<file path="src/sv/cfre_pkg.sv">
`timescale 1ns / 1ps
// ----------------------------------------------------------------------------
// cfre_pkg: shared types and constants
// Command codes, geometry constants and the command word passed from the
// front end to the draw back end.
// ----------------------------------------------------------------------------
package cfre_pkg;

  localparam int MaxCols = 64;
  localparam int MaxRows = 64;
  localparam int ColW    = $clog2(MaxCols);
  localparam int RowW    = $clog2(MaxRows);
  localparam int AddrW   = ColW + RowW;
  localparam int Depth   = MaxCols * MaxRows;
  localparam int CfgW    = 7;
  localparam int QDepth  = 2;

  localparam logic [7:0] SpaceCode = 8'd32;

  typedef enum logic [2:0] {
    OP_CLEAR   = 3'd0,
    OP_POINT   = 3'd1,
    OP_LINE    = 3'd2,
    OP_CIRCLE  = 3'd3,
    OP_FCIRCLE = 3'd4,
    OP_RECT    = 3'd5,
    OP_FRECT   = 3'd6,
    OP_READ    = 3'd7
  } op_t;

  typedef enum logic [1:0] {
    ST_DONE   = 2'd0,
    ST_CLIP   = 2'd1,
    ST_REJECT = 2'd2
  } status_t;

  localparam logic CfgIdxW = 1'b0;

  // command after front-end classification
  typedef struct packed {
    op_t        op;
    logic       reject;   // line octant reject: nothing drawn
    logic [5:0] c0;
    logic [5:0] r0;
    logic [5:0] c1;
    logic [5:0] r1;
    logic [5:0] rad;
    logic [7:0] glyph;
  } cmd_t;

endpackage

</file>
<file path="src/sv/cfre_front.sv">
`timescale 1ns / 1ps
// ----------------------------------------------------------------------------
// cfre_front: command intake and queue
// Accepts command words, checks line octant and holds them in a small queue.
// ----------------------------------------------------------------------------
module cfre_front import cfre_pkg::*; (
  input  logic       clk,
  input  logic       rst_n,
  input  logic       in_valid,
  output logic       in_ready,
  input  logic [2:0] op,
  input  logic [5:0] c0,
  input  logic [5:0] r0,
  input  logic [5:0] c1,
  input  logic [5:0] r1,
  input  logic [5:0] rad,
  input  logic [7:0] glyph,
  output logic       q_valid,
  input  logic       q_pop,
  output cmd_t       q_cmd
);

  cmd_t q_r [QDepth];
  logic wp_r, wp_nxt, rp_r, rp_nxt;
  logic [1:0] cnt_r, cnt_nxt;
  logic push;
  cmd_t cin;

  assign in_ready = (cnt_r != 2'(QDepth));
  assign push     = in_valid && in_ready;
  assign q_valid  = (cnt_r != 2'd0);
  assign q_cmd    = q_r[rp_r];

  // classify: a line must run right/down with row step no larger than col step
  always_comb begin
    cin.op     = op_t'(op);
    cin.c0     = c0;
    cin.r0     = r0;
    cin.c1     = c1;
    cin.r1     = r1;
    cin.rad    = rad;
    cin.glyph  = glyph;
    cin.reject = (op_t'(op) == OP_LINE) &&
                 ((c1 < c0) || (r1 < r0) || ((r1 - r0) > (c1 - c0)));
  end

  always_comb begin
    wp_nxt  = push ? ~wp_r : wp_r;
    rp_nxt  = q_pop ? ~rp_r : rp_r;
    cnt_nxt = cnt_r + {1'b0, push} - {1'b0, q_pop};
  end

  always_ff @(posedge clk) begin
    if (!rst_n) begin
      wp_r  <= 1'b0;
      rp_r  <= 1'b0;
      cnt_r <= 2'd0;
    end else begin
      wp_r  <= wp_nxt;
      rp_r  <= rp_nxt;
      cnt_r <= cnt_nxt;
    end
    if (push) begin
      q_r[wp_r] <= cin;
    end
  end

endmodule

</file>
<file path="config.mk">
export PLATFORM = sky130hd
export DESIGN_NAME = cfre_front
export DESIGN_NICKNAME = d
export VERILOG_FILES = /design/src/sv/cfre_pkg.sv /design/src/sv/cfre_front.sv
export SDC_FILE = /design/constraint.sdc
export NUM_CORES = 1
export LEC_CHECK = 0
export ABC_AREA = 1
export BUFFER_PORTS_ARGS = -buffer_cell sky130_fd_sc_hd__buf_2
export CAP_MARGIN = 20
export CORE_ASPECT_RATIO = 1.5
export CORE_MARGIN = 2
export CORE_UTILIZATION = 49
export CTS_CLUSTER_SIZE = 30
export DETAILED_ROUTE_END_ITERATION = 10
export PLACE_DENSITY_LB_ADDON = 0.12
export REMOVE_ABC_BUFFERS = 1
export SYNTH_ARGS = -nofsm -noshare
export SYNTH_HDL_FRONTEND = slang
export SYNTH_SLANG_ARGS = --single-unit
</file>
<file path="constraint.sdc">
create_clock -name clk -period 2.6 [get_ports clk]
set_clock_uncertainty 0.1 [all_clocks]
set_input_delay 0.13 -clock clk [delete_from_list [all_inputs] [get_ports clk]]
set_output_delay 0.13 -clock clk [all_outputs]
set_load 0.005 [all_outputs]
</file>
Word level (Yosys, flattened, before mapping):

Memory sizes are Yosys's and may differ from the RTL's. A register that Yosys moved wholly into a read port is not among the register bits.
Cells that the tools add are included.

* mux-type cells: 4
* order comparisons: 3
* eq/ne operators: 2
* reduce and logical (&&, ||, !) cells: 5
* bitwise operators: 2
* add/subtract/negate cells: 4

Operators with widths (count)
* $lt A6 B6 Y1: 2
* $sub A6 B6 Y6: 2
* $gt A6 B6 Y1: 1
* $mux W1: 4
* $eq A3 B2 Y1 const B: 1
* $add A2 B1 Y2: 1
* $logic_and A1 B1 Y1: 2
* $logic_or A1 B1 Y1: 2
* $ne A2 B2 Y1 const B: 1
* $not A1 Y1: 2
* $reduce_bool A2 Y1: 1
* $sub A2 B1 Y2: 1

* output and inout port bits: 44
* memories kept: 1
* logic and storage cells: 24
* input port bits: 45
* bits in writable memories: 84
* register bits after elaboration: 4

Memories
* q_r: words 2, bits a word 42, read ports 1, clocked after memory_dff 1, write ports 1, line cfre_front.sv:23 `cmd_t q_r [QDepth];`

Logic depth before layout (Yosys ltp):

Gate-level depths: netlist of the first run.

* word-level depth: 4
* mapped depth: 15
* depth with buffers taken out: 15

Worst setup path after synthesis of the first run:

No wires, ideal clock.

* path kind: reg-to-reg
* start point: reg cnt_r[0]
* end point: mem q_r[1][0] (netlist name) (enable)
* data arrival time: 2.355 ns
* path buffers: 0
* setup slack: -0.298 ns
* clock period less this slack: 2.898 ns
* stages on the path, launching flop included: 5
* required time: 2.057 ns
* cell sequence: dfxtp_1 -> inv_2 -> nand2_1 -> nand2_1 -> nor2_1

* word-level cells in the longest chain between the ends: 4

Ends and longest elaborated chain
* start: declaration: line cfre_front.sv:25 `logic [1:0] cnt_r, cnt_nxt;`
* start signal: assignment: line cfre_front.sv:61 `cnt_r <= cnt_nxt;`
* $ne A2 B2 Y1: line cfre_front.sv:29 `assign in_ready = (cnt_r != 2'(QDepth));`
* named net in_ready: line cfre_front.sv:10 `output logic in_ready,`
* $logic_and A1 B1 Y1: line cfre_front.sv:30 `assign push = in_valid && in_ready;`
* $mux W1: line cfre_front.sv:63 `if (push) begin`
* $mux W1 (implied by the code): line cfre_front.sv:64 `q_r[wp_r] <= cin;`
* end: declaration: line cfre_front.sv:23

The timed path passes the listed nets, and every way through them passes these cells.

==> reports/summary.txt, run 1 <==
critical path arrival - 2.40 ns
Vias/cell - 4.77
Max-slew headroom - 64.0%
Synth Register Bits - 89
total number of H-tree levels - 3
overall die width - 78.5 um
status - complete, no violations
diodes inserted - 0
Synth area leader - edfxtp_1
P_leak - 2.30 nW
row count - 40
Post-Synthesis Cells - 260
final hold violations - 0
die area - 9090 um^2
PortBufs - 88
Syn Std Cell Area - 4080 um^2
Yosys warnings - 0
complex-gate fraction of the synthesized area - 1.99%
total of fill cells in the finished design - 618
DR DRC count - 0
largest cells by area after synthesis - edfxtp_1, mux2_4, ha_1
layout cells sized above 1 - 40.3%
Syn Area/Cell - 15.7 um^2
Post-DRT Antenna Nets - 0
Max IR drop VDD - 0.000484 V
CP max FO - 3
dpl cells - 453
Final WS setup - 0.183 ns
routed wire length - 7100 um
largest family of logic cells by synthesized area - multiplexers
fin crit share - 93.0%
CP Data Required Time - 2.59 ns
HP Class - flop to flop
nets - 470
Clk pin slew, worst setup/hold paths - 0.06 ns
Final Instance Area - 5400 um^2
pre-CTS setup slack - 0.321 ns
Yosys top cell area share - 61.8%
commonest register cell after synthesis - edfxtp_1
Netlist cell types - 24
Async SR Flop Fraction - 0%
wire length per cell - 13.9 um
Synth Area in XOR/XNOR - 2.15%
placed cell area - 4660 um^2
Final Setup Violations - 0
initial antenna violation count - 0
Synth Area in Adders - 7.12%
multiplexer share of the synthesized area - 15.3%
RePlAce Congestion - 0.735
largest net degree at the start of global routing - 29
RSZ-0062 raised after global routing - no
post-synthesis simple-gate area fraction - 4.66%
Peak Freq - 0.414 GHz
vias in the first global route - 2523
Final Hold Slack - 0.395 ns
Worst-Margin Slew - 0.539 ns
clock tree root buffer cell - clkbuf_16
Finished Layout Cells - 512
total power per unit cell area - 677 nW/um^2
initial core utilization - 50.6%
total gr overflow - 0
Area growth syn-to-layout - 32.3%
Max Cap Violations - 0
Placeable Area - 8060 um^2
CTS tree - built
Skew-Pair Late Insertion Delay - 0.33 ns
initial drt markers - 117
CTS max path bufs - 2
via count of the routed design - 2444
cts bufs inserted - 9
first-pass GRT wire length - 11600 um
most used standard cell by instance count after synthesis - edfxtp_1
sequential share of the synthesized area - 64.3%
Clock Sinks - 89
Ports - 89
Worst setup EP type - flop
max-slew violations - 0
DR pass1 iterations - 4
dpl hpwl - 4670 um
Chip Height - 116 um
kind of critical path - input port to flop
crit start category - input port
min cycle time layout - 2.42 ns
Total Power - 3.65 mW
All-Layer GR Usage - 17.2%
number of synthesized flops with an enable pin - 84
top cells by count, synth - edfxtp_1, mux2_4, inv_1
stage by stage:
stage / TNS [ns] / utilization, %
2_1_floorplan: -23.85 / -
3_5_place_dp: 0 / 57.8
5_1_grt: 0 / 67.0
4_1_cts: 0 / 66.5
3_3_place_gp: 0 / 57.8
6_report: 0 / 67.0
timing repair:
item,in CTS,in global routing
hold endpoints to repair,87,0
setup buffers,0,1
setup endpoints to repair,0,2
gates resized for setup,0,11
hold buffers,44,0
flip-flops by register name, indices dropped and copies added, names as in the netlist, named ones only:
signal / cells
wp_r: 1
q_r: 84
rp_r: 1
cnt_r: 2
layout make-up:
type,count,area (um^2),share of cell area [%]
flip-flops and latches,89,2620,48.6
clock buffers,12,236,4.38
well taps,105,131,2.44
clock inverters,3,18.8,0.348
repair buffers,137,933,17.3
inverters,34,128,2.37
multi-input cells,132,1320,24.5
path summary, 6_finish.rpt:
kind	startpoint	to	slack, ns	depth (start not counted)
hold / removal	cnt_r[1]	cnt_r[1]	0.39	2
hold reg to reg	cnt_r[1]	cnt_r[1]	0.39	2
setup / recovery	c1[0]	q_r[1][38]	0.18	16
setup reg to reg	cnt_r[0]	q_r[1][8]	0.83	5
critical path, stage by stage:
cell	delay [ns]
dlygate4sd3_1	0.59
inv_1	0.08
ha_2	0.17
inv_2	0.04
fa_2	0.37
nand2_2	0.07
nand2_2	0.06
nand2_1	0.08
xor2_1	0.17
ha_1	0.26
nand2_2	0.08
inv_1	0.04
nand2_1	0.05
nand3_1	0.07
nand2_1	0.08
a21oi_2	0.06
layer usage:
layer / up-vias / wire (um) / global-route usage, %
met2: 57 / 3990 / 32.2
met1: 1175 / 2730 / 18.5
met4: 0 / 92 / 7.02
met5: - / 0 / 0
met3: 7 / 289 / 4.21
li1: 1205 / - / -
power by group:
group | switching (mW) | internal, mW
logic | 0.361 | 0.397
registers | 0.0358 | 1.73
clock network | 0.487 | 0.639
total | 0.884 | 2.77
placed cells by master, fill, tap and decap left out, drive strengths merged:
cell and instances:
inv 31, or3b 1, nor2 7, nand2 29, a21o 1, xnor2 5, mux2 42, buf 93
o21ai 1, edfxtp 84, clkbuf 12, fa 2, nand3 6, a21oi 10, dfxtp 5, nor3 1
ha 20, clkinv 4, or2 1, dlygate4sd3 44, o21bai 1, clkinvlp 2, xor2 5
logic make-up after synthesis:
family	count (synthesis)
flip-flops	89
XOR/XNOR	10
buffers and inverters	39
AND/OR/NAND/NOR	45
AO/OA/AOI/OAI	13
multiplexers	42
adder cells (fa/ha/maj)	22
(Power assumes the default switching activity.)
==> run 2: changes to the inputs <==
--- a/config.mk
+++ b/config.mk
@@ -8,9 +8,11 @@
 export ABC_AREA = 1
 export BUFFER_PORTS_ARGS = -buffer_cell sky130_fd_sc_hd__buf_2
 export CAP_MARGIN = 20
+export CELL_PAD_IN_SITES_DETAIL_PLACEMENT = 1
+export CELL_PAD_IN_SITES_GLOBAL_PLACEMENT = 1
 export CORE_ASPECT_RATIO = 1.5
 export CORE_MARGIN = 2
-export CORE_UTILIZATION = 49
+export CORE_UTILIZATION = 40
 export CTS_CLUSTER_SIZE = 30
 export DETAILED_ROUTE_END_ITERATION = 10
 export PLACE_DENSITY_LB_ADDON = 0.12
==> run 2 against run 1 <==
  * Sequential share of layout area down 0.70 points
  * Count of clock-buffer cells in the layout decreased by 3
  * Sequential cell count did not move
  * Combinational power rose by 2%
  * Global-route usage fell by 2.3 points
  * Setup slack better by 0.0025 ns
  * Core utilization shrank 12 points
  * Critical endpoint unchanged
  * Highest routed layer unchanged
==> reports/summary.txt, run 2 (synthesis results as in run 1) <==
Vias/cell - 4.74 (-0.62%)
CTS tree - built
DR pass1 iterations - 4 (unchanged)
pre-CTS setup slack - 0.281 ns (-0.0401 ns)
switching power total - 932 uW (+5.4%)
status - complete, no violations
clock tree root buffer cell - clkbuf_16
Reg2Reg Setup Slack - 0.84 ns (about the same)
RePlAce Congestion - 0.692 (-5.8%)
worst r2r dst - q_r[0][15]
slowest stage cell, crit path - dlygate4sd3_1
initial core utilization - 40.7% (-9.9 points)
die area - 11000 um^2 (+21%)
CP Data Required Time - 2.59 ns (about the same)
met1 layer usage reported by global route - 15.1% (-3.4 points)
routed wire length - 7790 um (+9.7%)
Reg power frac - 46.5% (-1.9 points)
Placeable Area - 10000 um^2 (+24%)
Final Hold Slack - 0.422 ns (+0.0275 ns)
Most Used Layer, Global Route - met2
max-slew violations - 0 (unchanged)
Comb power frac - 20.4% (-0.4 points)
P_leak - 2.32 nW (+0.89%)
Switching Share - 24.5% (+0.26 points)
crit-path most repeated cell - nand2_2
initial antenna violation count - 0 (unchanged)
total of fill cells in the finished design - 1005 (+63%)
Peak Freq - 0.414 GHz (+0.11%)
top flop regs - q_r x84, cnt_r x2
Worst-Margin Slew - 0.608 ns (+0.0689 ns)
min cycle time layout - 2.41 ns (-0.00255 ns)
Clock Sinks - 89 (unchanged)
Area growth syn-to-layout - 34.2%
cells along the critical path - dlygate4sd3_1 > inv_1 > ha_2 > inv_2 > fa_2 > nand2_2 > nand2_2 > nand2_2 > xor2_1 > ha_1 > nand2_2 > nor2_2 > nand2_1 > nand3_1 > nand2_1 > a21oi_2
grt met3 use - 2.77% (-1.4 points)
Max Cap Violations - 0 (unchanged)
final hold violations - 0 (unchanged)
max reg flops - 84 (unchanged)
initial drt markers - 48 (-59%)
Int Power - 2.88 mW (+3.9%)
Util after Layout - 54.6% (-12 points)
Clk network pwr share - 33.2% (+2.4 points)
first-pass GRT wire length - 12600 um (+8.9%)
HP Class - input port to flop
row count - 45 (+13%)
vias in the first global route - 2719 (+7.8%)
fin crit share - 92.9% (-0.098 points)
overall die width - 86.5 um (+10%)
Final WS setup - 0.185 ns (+0.00255 ns)
FF-to-FF Start - cnt_r[0]
dpl hpwl - 4940 um (+5.6%)
total gr overflow - 0 (unchanged)
largest register by flop count - q_r
Clk pin slew, worst setup/hold paths - 0.06 ns (about the same)
worst reg2reg path depth - 5 (unchanged)
CP max FO - 3 (unchanged)
All-Layer GR Usage - 14.9% (-2.3 points)
Ports - 89 (unchanged)
critical path arrival - 2.40 ns (about the same)
worst setup path startpoint - c1[0]
most frequent cells in the layout - buf_2, edfxtp_1, dlygate4sd3_1
Max IR drop VDD - 0.000447 V (-7.7%)
commonest non-fill, non-tap cell in the layout - buf_2
total power per unit cell area - 696 nW/um^2 (+2.8%)
crit start category - input port
Worst setup EP type - flop
PortBufs - 88 (unchanged)
Critical Path Sink - q_r[1][38]
total number of H-tree levels - 3 (unchanged)
layout cells sized above 1 - 42.1% (+1.8 points)
DR DRC count - 0 (unchanged)
Chip Height - 128 um (+10%)
RSZ-0062 raised after global routing - no
Post-DRT Antenna Nets - 0 (unchanged)
Skew-Pair Late Insertion Delay - 0.33 ns (about the same)
CTS max path bufs - 2 (unchanged)
placed cell area - 4670 um^2 (+0.27%)
Fin Setup TNS - 0 ns (unchanged)
diodes inserted - 0 (unchanged)
kind of critical path - input port to flop
GR Util met2 - 28.7% (-3.5 points)
Final Instance Area - 5470 um^2 (+1.5%)
wire length per cell - 14.9 um (+7.4%)
nets - 468 (-0.43%)
largest net degree at the start of global routing - 43 (+48%)
Largest stage delay, worst path - 0.59 ns (about the same)
Max-slew headroom - 59.5% (-4.5 points)
cts bufs inserted - 9 (unchanged)
via count of the routed design - 2481 (+1.5%)
Final Setup Violations - 0 (unchanged)
## run 2: layout make-up
cell class                 count  area, um^2  share of cell area (%)
tap                          117         146                    2.67
clock inverter                 7        67.6                    1.23
inverter                      34         128                    2.33
multi-input combinational    132        1350                    24.7
sequential                    89        2620                    47.9
timing repair buffer         135         933                    17.1
clock buffer                   9         225                    4.11
## run 2: what timing repair did
action	CTS	global route
hold buffers	44	0
buffers inserted	0	2
endpoints found under the hold margin	87	0
setup endpoints to repair	0	2
gates resized for setup	0	17
## run 2: through the flow
stage,cells,power [mW]
6_report,523,3.81
5_1_grt,523,4.00
4_1_cts,523,3.84
3_5_place_dp,463,2.51
3_3_place_gp,463,2.49
2_1_floorplan,255,2.25
## run 2: power groups by stage
stage | registers (mW) | logic (mW) | clock network, mW
after floorplan | 1.82 | 0.428 | 0
after global placement | 1.79 | 0.697 | 0
after detailed placement | 1.80 | 0.710 | 0
after CTS | 1.77 | 0.768 | 1.30
after global routing | 1.78 | 0.867 | 1.35
final | 1.77 | 0.775 | 1.26
## run 2: critical path, delay by kind of cell
| kind | cells | cell delay, ns |
|---|---|---|
| fa+ha+maj | 3 | 0.78 |
| buf+inv | 3 | 0.72 |
| simple gates | 8 | 0.54 |
| xor+xnor | 1 | 0.15 |
| compound gates | 1 | 0.06 |
## run 2: per-layer routing
layer,share of wire [%],up-vias
met5,0,-
met4,2.0,0
met3,3.4,13
met2,58,51
met1,36,1212
li1,-,1205
## run 2: worst min-delay path by stage
stage	startpoint	end	slack (ns)	cells past startpoint
2_1_floorplan	rst_n	cnt_r[0]	0.12	2
3_3_place_gp	glyph[2]	q_r[0][2]	0.22	1
3_5_place_dp	glyph[2]	q_r[0][2]	0.22	1
4_1_cts	glyph[3]	q_r[0][3]	0.41	2
5_1_grt	glyph[4]	q_r[0][4]	0.43	2
6_report	rad[3]	q_r[1][11]	0.42	2
==> run 3: changes to the inputs <==
==> constraint.sdc (replaced) <==
create_clock -name clk -period 2.2 [get_ports clk]
set_clock_uncertainty 0.1 [all_clocks]
set_input_delay 0.11 -clock clk [delete_from_list [all_inputs] [get_ports clk]]
set_output_delay 0.11 -clock clk [all_outputs]
set_load 0.005 [all_outputs]
==> run 3 against run 2 <==
  * Via count is 0.16% lower
  * Register-to-register slack got worse by 0.36 ns
  * Setup slack better by 0.0035 ns
  * Critical path type unchanged
  * Worst hold slack worse by 0.037 ns
==> reports/summary.txt, run 3 (synthesis results as in run 1) <==
nets - 477 (+1.9%)
Reg area - 2620 um^2 (unchanged)
final hold violations - 0 (unchanged)
placed cell area - 4750 um^2 (+1.7%)
Chip Height - 128 um (unchanged)
CTS tree - built
worst reg2reg path depth - 9 (+4)
row count - 45 (unchanged)
clock tree root buffer cell - clkbuf_16
cts bufs inserted - 9 (unchanged)
top flop regs - q_r x84, cnt_r x2
total of fill cells in the finished design - 1005 (unchanged)
commonest non-fill, non-tap cell in the layout - buf_2
total gr overflow - 0 (unchanged)
DR DRC count - 0 (unchanged)
max-slew violations - 0 (unchanged)
worst r2r dst - cnt_r[1]
total number of H-tree levels - 3 (unchanged)
status - complete, no violations
most frequent cells in the layout - buf_2, edfxtp_1, dlygate4sd3_1
vias in the first global route - 2689 (-1.1%)
setup bufs post-CTS - 0 (unchanged)
Total Power - 4.51 mW (+18%)
FF-to-FF Start - cnt_r[0]
overall die width - 86.5 um (unchanged)
Skew-Pair Late Insertion Delay - 0.34 ns (about the same)
Max IR drop VDD - 0.000420 V (-6.1%)
critical path arrival - 2.10 ns (-0.30 ns)
Worst-Margin Slew - 0.329 ns (-0.279 ns)
initial core utilization - 40.7% (unchanged)
RePlAce Congestion - 0.754 (+8.9%)
Critical Path Sink - q_r[0][38]
worst setup path startpoint - r0[5]
pre-CTS setup slack - -0.0729 ns (-0.354 ns)
DR pass1 iterations - 4 (unchanged)
total power per unit cell area - 820 nW/um^2 (+18%)
max reg flops - 84 (unchanged)
die area - 11000 um^2 (unchanged)
Clock Sinks - 89 (unchanged)
CP max FO - 3 (unchanged)
largest register by flop count - q_r
HP Class - input port to flop
initial antenna violation count - 0 (unchanged)
Final Setup Violations - 0 (unchanged)
wire length per cell - 14.5 um (-2.9%)
Max-slew headroom - 78.1% (+19 points)
All-Layer GR Usage - 14.9% (+0.048 points)
CP Data Required Time - 2.29 ns (-0.30 ns)
first-pass GRT wire length - 12400 um (-1.4%)
CTS max path bufs - 2 (unchanged)
Final Instance Area - 5500 um^2 (+0.50%)
largest net degree at the start of global routing - 43 (unchanged)
Placeable Area - 10000 um^2 (unchanged)
crit start category - input port
Max Cap Violations - 0 (unchanged)
via count of the routed design - 2477 (-0.16%)
min cycle time layout - 2.01 ns
Area growth syn-to-layout - 34.9%
Multi-input gate area - 1300 um^2 (-3.5%)
Worst setup EP type - flop
RSZ-0062 raised after global routing - no
Reg2Reg Setup Slack - 0.48 ns (-0.36 ns)
Ports - 89 (unchanged)
diodes inserted - 0 (unchanged)
fin crit share - 91.4%
routed wire length - 7700 um (-1.2%)
Clk pin slew, worst setup/hold paths - 0.06 ns (about the same)
PortBufs - 88 (unchanged)
P_leak - 2.37 nW (+2.0%)
Peak Freq - 0.497 GHz
kind of critical path - input port to flop
Final WS setup - 0.189 ns (+0.00352 ns)
dpl hpwl - 5130 um (+3.9%)
Vias/cell - 4.66 (-1.9%)
layout cells sized above 1 - 39.8% (-2.4 points)
Post-DRT Antenna Nets - 0 (unchanged)
initial drt markers - 56 (+17%)
==> run 3: worst max-delay path, stage by stage <==
cell	delay [ns]
dlygate4sd3_1	0.51
buf_2	0.11
inv_1	0.04
ha_1	0.33
xnor2_1	0.15
ha_1	0.30
nand2_1	0.08
nor2_2	0.13
nand2_1	0.06
nand3_1	0.06
nand2_1	0.06
a21oi_2	0.14
==> run 3: worst min-delay path by stage <==
stage | depth (start not counted) | endpoint | slack, ns | startpoint
3_5_place_dp | 1 | q_r[0][7] | 0.20 | glyph[7]
4_1_cts | 7 | q_r[1][38] | 0.38 | r1[4]
5_1_grt | 2 | q_r[1][6] | 0.40 | glyph[6]
3_3_place_gp | 1 | q_r[0][2] | 0.20 | glyph[2]
6_report | 7 | q_r[1][38] | 0.39 | c1[4]
2_1_floorplan | 2 | cnt_r[0] | 0.10 | rst_n
==> run 3: layout make-up <==
cell class                      count  area share, %
Multi-Input combinational cell    132           23.7
Tap cell                          117           2.66
Sequential cell                    89           47.7
Clock buffer                        9           4.09
Inverter                           34           2.32
Clock inverter                      7           1.23
Timing Repair Buffer              144           18.3
==> run 3: metal layers <==
layer	share of wire [%]	global-route usage [%]
met2	56	28.2
met3	3.9	3.67
met4	1.5	5.79
met1	38	15.4
met5	0	0
==> run 3: metrics by stage <==
stage / std cells / hold WS, ns / util (%) / TNS, ns
after floorplan: 255 / 0.103 / - / -61.43
after global placement: 472 / 0.199 / 47.4 / -0.0251
after detailed placement: 472 / 0.201 / 47.4 / -0.146
after CTS: 532 / 0.383 / 54.7 / 0
after global routing: 532 / 0.396 / 54.9 / 0
final: 532 / 0.385 / 54.9 / 0
==> run 3: repair_timing <==
| item | in CTS | in global routing |
|---|---|---|
| hold endpoints to repair | 87 | 0 |
| hold buffers | 44 | 0 |
| gates resized for setup | 0 | 2 |
| setup endpoints to repair | 0 | 2 |
==> run 3: report_power, final <==
group          internal (mW)  switching [mW]  total [mW]
Sequential              2.05          0.0445        2.09
Combinational          0.484           0.427       0.911
Clock                  0.878           0.630        1.51
Total                   3.41            1.10        4.51
